File: src/design/tccw_pkg.sv
`timescale 1ns / 1ps

package tccw_pkg;

   // Fixed field widths of the stream and configuration ports.
   localparam int CHAR_W      = 8;
   localparam int IDX_W       = 11;
   localparam int CELL_W      = 16;
   localparam int POS_W       = 11;
   localparam int COLOR_W     = 4;
   localparam int OP_W        = 1;
   localparam int CSR_ADDR_W  = 1;
   localparam int REQ_TDATA_W = 24;
   localparam int RSP_TDATA_W = 32;

   // Operation codes carried on req_tuser.
   localparam logic [OP_W-1:0] OP_PUT  = 1'b0;
   localparam logic [OP_W-1:0] OP_READ = 1'b1;

   // Configuration register indexes.
   localparam logic [CSR_ADDR_W-1:0] REG_FG = 1'b0;
   localparam logic [CSR_ADDR_W-1:0] REG_BG = 1'b1;

   // Character codes with special meaning.
   localparam logic [CHAR_W-1:0] CH_BACKSPACE = 8'h08;
   localparam logic [CHAR_W-1:0] CH_TAB       = 8'h09;
   localparam logic [CHAR_W-1:0] CH_LF        = 8'h0A;
   localparam logic [CHAR_W-1:0] CH_CR        = 8'h0D;
   localparam logic [CHAR_W-1:0] CH_SPACE     = 8'h20;

   // Controller states.
   typedef enum logic [2:0] {
      ST_CLEAR,
      ST_IDLE,
      ST_EXEC,
      ST_COPY,
      ST_BLANK,
      ST_FINISH
   } ctrl_state_type;

   // Source of the screen memory write port.
   typedef enum logic [2:0] {
      WR_NONE,
      WR_INIT,
      WR_CHAR,
      WR_COPY,
      WR_BLANK
   } wr_sel_type;

   // Source of the screen memory read address.
   typedef enum logic {
      RD_INDEX,
      RD_COPY
   } rd_sel_type;

   // Commands from the controller to the datapath.
   typedef struct packed {
      logic       load_req;
      logic       exec_put;
      logic       load_rsp;
      logic       cnt_clr;
      logic       cnt_inc;
      wr_sel_type wr_sel;
      rd_sel_type rd_sel;
   } dp_cmd_type;

   // Status from the datapath to the controller.
   typedef struct packed {
      logic op_read;
      logic scroll;
      logic copy_done;
      logic cnt_last;
   } dp_status_type;

endpackage

File: src/design/tccw_ctrl.sv
`timescale 1ns / 1ps

module tccw_ctrl import tccw_pkg::*; (
   input  logic          clock,
   input  logic          reset,
   input  logic          req_tvalid,
   output logic          req_tready,
   output logic          rsp_tvalid,
   input  logic          rsp_tready,
   output dp_cmd_type    cmd,
   input  dp_status_type status
);

   ctrl_state_type state_ff, state_in;
   logic           rsp_valid_ff, rsp_valid_in;
   logic           rsp_free;

   assign rsp_free = !rsp_valid_ff || rsp_tready;

   // Next state.
   always_comb begin
      state_in = state_ff;
      case (state_ff)
         ST_CLEAR: begin
            if (status.cnt_last) state_in = ST_IDLE;
         end
         ST_IDLE: begin
            if (req_tvalid) state_in = ST_EXEC;
         end
         ST_EXEC: begin
            if (!status.op_read && status.scroll) state_in = ST_COPY;
            else state_in = ST_FINISH;
         end
         ST_COPY: begin
            if (status.copy_done) state_in = ST_BLANK;
         end
         ST_BLANK: begin
            if (status.cnt_last) state_in = ST_FINISH;
         end
         ST_FINISH: begin
            if (rsp_free) state_in = ST_IDLE;
         end
         default: state_in = ST_IDLE;
      endcase
      // The output slot empties on a taken transaction and fills on a finished item.
      rsp_valid_in = rsp_valid_ff && !rsp_tready;
      if (cmd.load_rsp) rsp_valid_in = 1'b1;
   end

   // Commands to the datapath.
   always_comb begin
      cmd        = '0;
      cmd.wr_sel = WR_NONE;
      cmd.rd_sel = RD_INDEX;
      req_tready = 1'b0;
      case (state_ff)
         ST_CLEAR: begin
            cmd.wr_sel  = WR_INIT;
            cmd.cnt_inc = !status.cnt_last;
         end
         ST_IDLE: begin
            req_tready   = 1'b1;
            cmd.load_req = req_tvalid;
         end
         ST_EXEC: begin
            if (!status.op_read) begin
               cmd.exec_put = 1'b1;
               cmd.wr_sel   = WR_CHAR;
               cmd.cnt_clr  = status.scroll;
            end
         end
         ST_COPY: begin
            cmd.wr_sel = WR_COPY;
            if (!status.copy_done) begin
               cmd.rd_sel  = RD_COPY;
               cmd.cnt_inc = 1'b1;
            end
         end
         ST_BLANK: begin
            cmd.wr_sel  = WR_BLANK;
            cmd.cnt_inc = !status.cnt_last;
         end
         ST_FINISH: begin
            cmd.load_rsp = rsp_free;
         end
         default: begin
         end
      endcase
   end

   always_ff @(posedge clock) begin
      if (reset) begin
         state_ff     <= ST_CLEAR;
         rsp_valid_ff <= 1'b0;
      end else begin
         state_ff     <= state_in;
         rsp_valid_ff <= rsp_valid_in;
      end
   end

   assign rsp_tvalid = rsp_valid_ff;

endmodule

File: config.mk
export PLATFORM = sky130hd
export DESIGN_NAME = tccw_ctrl
export DESIGN_NICKNAME = d
export VERILOG_FILES = /design/src/design/tccw_pkg.sv /design/src/design/tccw_ctrl.sv
export SDC_FILE = /design/constraint.sdc
export NUM_CORES = 1
export LEC_CHECK = 0
export BUFFER_PORTS_ARGS = -buffer_cell sky130_fd_sc_hd__buf_2
export CAP_MARGIN = 20
export CORE_AREA = 2 2 39 41
export DETAILED_ROUTE_END_ITERATION = 8
export DIE_AREA = 0 0 41 43
export GPL_TIMING_DRIVEN = 0
export PLACE_DENSITY = 0.6
export SYNTH_ARGS = -nofsm -noshare
export SYNTH_HDL_FRONTEND = slang
export SYNTH_SLANG_ARGS = --single-unit
File: constraint.sdc
create_clock -name clock -period 2.1 [get_ports clock]
set_clock_uncertainty 0.05 [all_clocks]
set_input_delay 0.21 -clock clock [delete_from_list [all_inputs] [get_ports clock]]
set_output_delay 0.21 -clock clock [all_outputs]
set_load 0.02 [all_outputs]
==> flow_summary.toml, run 1 <==
[timing]
slew_viol_final = 0
setup_tns_ns = 0
setup_viol = 0
fin_crit_ns = 1.63
hold_violations = 0
clock.fmax_ghz = 0.615
relSlewSlack_pct = 77.3
max_slew.worst_pin.slew_ns = 0.341
rsz0062_at_grt = "no"
fin_crit_sh_pct = 77.5

[clocking]
htreeDepth = 1
tritoncts = "yes"
cts_setup_buffers = 0
clk_latency_ns = 0.23
cts_made_buffers = 3
clock_sinks = 4
clockRootBuffer = "clkbuf_4"
clk_path_buf_depth = 2
cts_resized = 0
ctsHoldBuffers = 0
clk_pin_slew_worst_paths_ns = 0.04

[routing]
vias = 378
drc = 0
drtPass1Iterations = 4
vias_per_cell = 4.67
final_antenna_net_count = 0
wl_microns = 798
wl_per_cell_microns = 9.85
drt_iter0_markers = 6

[floorplanning]
dieArea_sq_um = 1760
row_count = 14
initial_core_util_pct = 24.8
die_y_microns = 43
die_w_microns = 41
ios = 19
core_sq_um = 1380

[logic_synthesis]
synth-seq-cells = 4
yosysSeqAreaShare_pct = 23.4
synth_fp_nets = 52
syn_inst = 44
synthTopCellsByArea = "dfxtp_1 23%, or3b_4 6.6%, nand2b_1 5.5%"
synth_top_area_share_pct = 23.4
netlist_area_sq_um = 343
synth_edf_count = 0
ys.flop_type = "dfxtp_1"
yosysTopAreaCell = "dfxtp_1"
async_reset_ff_share_pct = 0
synth_cell_types = 28
yosys_warnings = 0
syn_avg_cell_area_sq_um = 7.79

[critical_path]
cp.required_ns = 1.84
path_class = "reg -> out"
cp_max_fo = 10
slowest_delay_ns = 0.40
worstSetupEndpointType = "primary output"
crit_chain = "buf_6 > nand2b_2 > or3b_4 > nand2_1 > buf_2"
cp.arrival_ns = 1.37
start_kind = "register"
slowest_stage = "or3b_4"

[flow_run]
maxCapViolCount = 0

[grt]
grt_max_degree = 11
grt_pass1_wl_microns = 1260
grt_pass1_vias = 331
antenna_found_initial = 0
grt-ovfl-total = 0
gr-usage-all-layers_pct = 10.3

[pwr]
p_leak_nw = 0.246
powerDensity_nw_per_um2 = 604
total_power_w = 0.000287
ir_worst_vdd_uv = 219

[place]
dp_hpwl_microns = 676
port_buffers = 18
place_congestion = 0.677

[final_layout]
drive_above_1_share_pct = 47.7
antenna_cells = 0
area_growth_pct = 38.7
layout.nets = 75
n_fill_cell = 157

[outcome]
outcome = "finished clean"

[min_path]
min_path_type = "in -> reg"
==> report_power, final <==
group / leakage, nW / internal (W) / total (W) / switching [W]
Sequential: 0.0328 / 0.0000825 / 0.0000846 / 0.00000206
Combinational: 0.200 / 0.0000469 / 0.000111 / 0.0000646
Clock: 0.0138 / 0.0000637 / 0.0000910 / 0.0000274
==> layout make-up <==
class | instances | area [sq um] | share of cell area [%]
buffer | 3 | 20.0 | 4.21
tap | 16 | 20.0 | 4.21
timing repair buffer | 18 | 90.1 | 18.9
multi-input combinational | 34 | 230 | 48.4
clock buffer | 3 | 22.5 | 4.74
inverter | 3 | 12.5 | 2.63
sequential | 4 | 80.1 | 16.8
==> registers in the layout, summed over array words and instances (netlist names) <==
signal,flops
state_ff,3
rsp_tvalid,1
==> logic make-up after synthesis <==
| family | share of synthesized area, % |
|---|---|
| simple gates | 42.7 |
| compound gates | 21.2 |
| buf+inv | 9.49 |
| flops | 23.4 |
| mux | 3.28 |
==> critical path, delay by kind of cell, from the launching register on <==
family | cells | cell delay (ns)
buffers and inverters | 2 | 0.28
and+or+nand+nor | 3 | 0.55
DFF | 1 | 0.31
==> path summary, 6_finish.rpt <==
| check | from | endpoint | slack, ns | cells past startpoint |
|---|---|---|---|---|
| worst max-delay path | state_ff[0] | cmd[4] | 0.47 | 5 |
| worst min-delay path | reset | rsp_tvalid | 0.15 | 2 |
| worst max register to register | state_ff[0] | state_ff[2] | 0.70 | 4 |
| worst min register to register | rsp_tvalid | rsp_tvalid | 0.44 | 2 |
==> stage by stage <==
stage                     utilization [%]  setup WS [ns]  std cells  hold WS, ns  instance area [sq um]
final                                34.4          0.474         81        0.154                    475
after global routing                 34.4          0.360         81        0.158                    475
after CTS                            34.4          0.454         81        0.149                    475
after detailed placement             32.7          0.694         78        0.395                    453
after global placement               32.7          0.716         78        0.395                    453
after floorplan                         -          0.722         44        0.229                    343
==> layer usage <==
layer	vias to the layer above	part of all wire (%)	routed length, microns	global-route usage [%]
met2	14	54	434	17.5
met5	-	0	0	0
met4	0	0	0	6.00
li1	195	-	-	-
met1	169	37	294	10.3
met3	0	8.6	69	3.14
==> placed cells by master (no fill, tap or decap), drive strengths merged, types with 2 or more instances in the layout <==
cell / n
nor2: 4
nand2: 3
dfxtp: 4
clkbuf: 4
and2b: 2
nand2b: 4
o22ai: 2
or3b: 2
nor3: 3
inv: 2
buf: 20
==> cell usage after synthesis, drive strengths merged (2+ instances only) <==
library cell / count
nor2: 4
buf: 2
nor3: 3
dfxtp: 4
inv: 2
and2b: 2
or3b: 2
nand2: 3
o22ai: 2
nand2b: 4
Note: power is estimated with default switching activity, not from simulation.
==> run 2: changes to the inputs <==
==> constraint.sdc (replaced) <==
create_clock -name clock -period 1.5 [get_ports clock]
set_clock_uncertainty 0.05 [all_clocks]
set_input_delay 0.15 -clock clock [delete_from_list [all_inputs] [get_ports clock]]
set_output_delay 0.15 -clock clock [all_outputs]
set_load 0.02 [all_outputs]
==> run 2 against run 1 <==
  * First-iteration DRC count increased by 50%
  * Highest routed layer unchanged
  * The run now ends with setup timing left
  * Flip-flop and latch count unchanged
  * Hold slack worse by 0.060 ns
  * Combinational power grew 68%
  * Non-clock buffer count increased by 4
  * Critical endpoint unchanged
  * Largest power group unchanged
  * Critical path type unchanged
==> flow_summary.toml, run 2 (synthesis gave the netlist of run 1 again) <==
[outcome]
outcome = "complete, but fails checks"
violations = "setup timing"

[critical_path]
cp_max_fo = 10
worstSetupEndpointType = "primary output"
slowest_stage = "or3b_4"
startpoint = "state_ff[1]"
slowest_delay_ns = 0.43
crit_chain = "buf_4 > or3b_4 > nand2_2 > buf_6"
timing.reg2reg.worst_path_depth = 4
r2r_end = "state_ff[2]"
cp.arrival_ns = 1.32
path_class = "reg -> out"
start_kind = "register"
cp.required_ns = 1.30
r2r-start = "state_ff[0]"
reg2reg_slack_ns = 0.07

[final_layout]
layout_commonest_cell = "buf_2"
fin_area_sq_um = 558
utilization_pct = 40.3
drive_above_1_share_pct = 60.9
antenna_cells = 0
n_fill_cell = 155
layout.nets = 79
final_cell_mix = "14 x buf_2, 6 x buf_4, 4 x buf_6, 4 x clkbuf_4"
area_growth_pct = 62.8
largest-register = "state_ff"
largest_reg_flops = 3

[flow_run]
maxCapViolCount = 0

[floorplanning]
ios = 19
core_sq_um = 1380
die_y_microns = 43
initial_core_util_pct = 24.8
die_w_microns = 41
row_count = 14
dieArea_sq_um = 1760

[routing]
drt_iter0_markers = 9
vias_per_cell = 4.87
final_antenna_net_count = 0
vias = 414
drc = 0
wl_per_cell_microns = 11.6
wl_microns = 989
drtPass1Iterations = 4

[place]
place_congestion = 0.677
dpl_cell_area_sq_um = 453
port_buffers = 18
pre_cts_ws_ns = 0.0940
dp_hpwl_microns = 676

[clocking]
tritoncts = "yes"
cts_made_buffers = 3
clockRootBuffer = "clkbuf_4"
clk_path_buf_depth = 2
clk_latency_ns = 0.23
clk_pin_slew_worst_paths_ns = 0.03
htreeDepth = 1
clock_sinks = 4

[timing]
max_slew.worst_pin.slew_ns = 0.223
relSlewSlack_pct = 85.0
hold_violations = 0
setup_viol = 1
fin_crit_sh_pct = 101
fin_crit_ns = 1.52
slew_viol_final = 0
fin_ws_ns = -0.0208
rsz0062_at_grt = "yes"
worst_hold_slack_ns = 0.0943
clock.fmax_ghz = 0.658

[min_path]
min_to = "rsp_tvalid"
hp-start = "reset"
hold_depth = 2
min_path_type = "in -> reg"

[grt]
gr-usage-all-layers_pct = 12.0
grt_max_degree = 11
antenna_found_initial = 0
grt_pass1_vias = 363
grt-ovfl-total = 0
grt_pass1_wl_microns = 1450

[pwr]
ir_worst_vdd_uv = 333
powerDensity_nw_per_um2 = 778
p_leak_nw = 0.274
total_power_w = 0.000434
==> run 2: cell count changes in the layout (fill, tap and decap cells not counted), sizes merged <==
cell / change
buf: +4
==> run 2: area by class of cell <==
class                           count  area, sq um  share of cell area (%)
Buffer                              3         26.3                    4.71
Clock buffer                        3         22.5                    4.04
Inverter                            3         16.3                    2.91
Multi-Input combinational cell     34          250                    44.8
Sequential cell                     4         81.3                    14.6
Tap cell                           16         20.0                    3.59
Timing Repair Buffer               22          141                    25.3
==> run 2: worst max-delay path by stage <==
stage,slack [ns],endpoint,depth (start not counted)
6_report,-0.02,cmd[4],4
5_1_grt,-0.06,cmd[4],5
4_1_cts,-0.04,cmd[4],5
3_5_place_dp,0.09,state_ff[2],4
3_3_place_gp,0.12,state_ff[2],4
2_1_floorplan,0.16,state_ff[2],4
==> run 2: stage by stage <==
step           instances  TNS (ns)
6_report              85   -0.0208
5_1_grt               85    -0.161
4_1_cts               85   -0.0594
3_5_place_dp          78         0
3_3_place_gp          78         0
2_1_floorplan         44         0
==> run 2: power by group <==
group / leakage (nW) / internal [W] / switching [W]
Sequential: 0.0331 / 0.000116 / 0.00000335
Clock: 0.0138 / 0.0000891 / 0.0000383
Combinational: 0.227 / 0.0000866 / 0.000101
Total: 0.274 / 0.000292 / 0.000143
==> run 2: critical path: cells and delay by family, from the launching register on <==
family | cells | cell delay (ns)
buf+inv | 2 | 0.27
flops | 1 | 0.30
simple gates | 2 | 0.51
==> run 2: routing by layer <==
metal | up-vias | global-route usage, % | wire length (microns) | part of all wire, %
li1 | 203 | - | - | -
met1 | 199 | 11.2 | 338 | 34
met2 | 12 | 21.9 | 593 | 60
met3 | 0 | 3.14 | 57 | 5.8
met4 | 0 | 6.00 | 0 | 0
met5 | - | 0 | 0 | 0
==> run 2: what timing repair did <==
item,4_1_cts,5_1_grt
pin swaps,2,2
setup buffers,4,0
setup endpoints to repair,6,8
hold buffers,0,0
gates resized for setup,11,9
==> run 3: changes to the inputs <==
--- a/config.mk
+++ b/config.mk
@@ -12,6 +12,7 @@
 export DIE_AREA = 0 0 41 43
 export GPL_TIMING_DRIVEN = 0
 export PLACE_DENSITY = 0.6
+export RECOVER_POWER = 100
 export SYNTH_ARGS = -nofsm -noshare
 export SYNTH_HDL_FRONTEND = slang
 export SYNTH_SLANG_ARGS = --single-unit
==> run 3 against run 2 <==
  * The run still ends with setup timing left
  * Sequential power about the same
  * Register-to-register slack about the same
  * Power about the same
  * Highest routed layer unchanged
  * Sequential share of layout area about the same
  * Flip-flop and latch count unchanged
  * Global-route usage unchanged
  * Hold slack unchanged
  * First-iteration DRC count unchanged
  * Via count unchanged
  * Clock-buffer cell count unchanged
  * Setup slack unchanged
  * Clock power about the same
==> flow_summary.toml, run 3 (synthesis gave the netlist of run 1 again) <==
[pwr]
p_seq_share_pct = 27.5
p_leak_nw = 0.270
swShare_pct = 32.8
p_clk_share_pct = 29.4
ir_worst_vdd_uv = 333
total_power_w = 0.000434
powerDensity_nw_per_um2 = 780
intPower_w = 0.000292
switchingPower_w = 0.000143
pwr-share-comb_pct = 43.1

[floorplanning]
row_count = 14
dieArea_sq_um = 1760
ios = 19
die_w_microns = 41
core_sq_um = 1380
initial_core_util_pct = 24.8
die_y_microns = 43

[clocking]
htreeDepth = 1
clock_sinks = 4
clockRootBuffer = "clkbuf_4"
cts_made_buffers = 3
clk_path_buf_depth = 2
ctsHoldBuffers = 0
clk_latency_ns = 0.23
clk_pin_slew_worst_paths_ns = 0.03
tritoncts = "yes"

[timing]
hold_violations = 0
fin_crit_sh_pct = 101
fin_ws_ns = -0.0208
setup_tns_ns = -0.0208
clock.fmax_ghz = 0.658
slew_viol_final = 0
rsz0062_at_grt = "yes"
fin_crit_ns = 1.52
max_slew.worst_pin.slew_ns = 0.250
setup_viol = 1
relSlewSlack_pct = 83.4

[routing]
drtPass1Iterations = 4
final_antenna_net_count = 0
wl_per_cell_microns = 11.6
vias_per_cell = 4.87
drt_iter0_markers = 9
drc = 0
vias = 414
wl_microns = 989

[outcome]
outcome = "complete, but fails checks"
violations = "setup timing"

[final_layout]
largest-register = "state_ff"
layout_commonest_cell = "buf_2"
multi_input_area_sq_um = 250
area_growth_pct = 62.4
final_cell_mix = "13 x buf_2, 6 x buf_4, 4 x buf_6, 4 x clkbuf_4"
layout.nets = 79
drive_above_1_share_pct = 59.4
utilization_pct = 40.2
regArea_sq_um = 81.3
n_fill_cell = 155
largest_reg_flops = 3
antenna_cells = 0
final_cells = 85

[grt]
grt_pass1_wl_microns = 1450
grt-ovfl-total = 0
antenna_found_initial = 0
met2_usage_pct = 21.9
grtUsageMet3_pct = 3.14
grt.busiest_layer = "met2"
grt_max_degree = 11
grt_pass1_vias = 363
gr-usage-all-layers_pct = 12.0
grtUsageMet1_pct = 11.2

[critical_path]
r2r_end = "state_ff[2]"
timing.reg2reg.worst_path_depth = 4
cp.arrival_ns = 1.32
reg2reg_slack_ns = 0.07
start_kind = "register"
worstSetupEndpointType = "primary output"
cp_max_fo = 10
path_class = "reg -> out"
r2r-start = "state_ff[0]"
cp.required_ns = 1.30

[place]
port_buffers = 18
pre_cts_ws_ns = 0.0940
placed_cells = 78
dp_hpwl_microns = 676
place_congestion = 0.677

[min_path]
hold_depth = 2
hp-start = "reset"
min_to = "rsp_tvalid"
min_path_type = "in -> reg"

[flow_run]
maxCapViolCount = 0
run 3: power by group through the flow:
stage	combinational (W)	clock, W	sequential, W
after global routing	0.000203	0.000149	0.000120
after floorplan	0.000111	0	0.000121
after CTS	0.000178	0.000137	0.000119
after detailed placement	0.000157	0	0.000120
after global placement	0.000155	0	0.000120
final	0.000187	0.000127	0.000119
run 3: what timing repair did:
action                                  4_1_cts  5_1_grt
endpoints found under the hold margin         0        0
gates resized for setup                      11        9
endpoints found under the setup margin        6        8
pin swaps                                     2        2
buffers inserted                              4        0
run 3: per-stage QoR:
step,area [sq um],hold WS [ns]
detailed placement,453,0.335
global route,557,0.0975
CTS,537,0.0892
global placement,453,0.335
finish,557,0.0943
floorplan,343,0.169
run 3: worst max path at each step:
stage	cells after the start	startpoint	endpoint	slack, ns
2_1_floorplan	4	state_ff[0]	state_ff[2]	0.16
3_3_place_gp	4	state_ff[0]	state_ff[2]	0.12
3_5_place_dp	4	state_ff[0]	state_ff[2]	0.09
4_1_cts	5	state_ff[0]	cmd[4]	-0.04
5_1_grt	5	state_ff[0]	cmd[4]	-0.06
6_report	4	state_ff[1]	cmd[4]	-0.02
run 3: routing by layer:
metal / vias up / share of wire [%]
li1: 203 / -
met1: 199 / 34
met2: 12 / 60
met3: 0 / 5.8
met4: 0 / 0
met5: - / 0
run 3: final cells by class:
class	count	area share (%)
sequential	4	14.6
buffer	3	4.72
inverter	3	2.92
tap	16	3.60
clock buffer	3	4.04
timing repair buffer	22	25.2
multi-input combinational	34	44.9
run 3: worst max-delay path, stage by stage, from the launching register on:
cell     delay (ns)
dfxtp_1        0.30
buf_4          0.16
or3b_4         0.43
nand2_2        0.08
buf_6          0.11
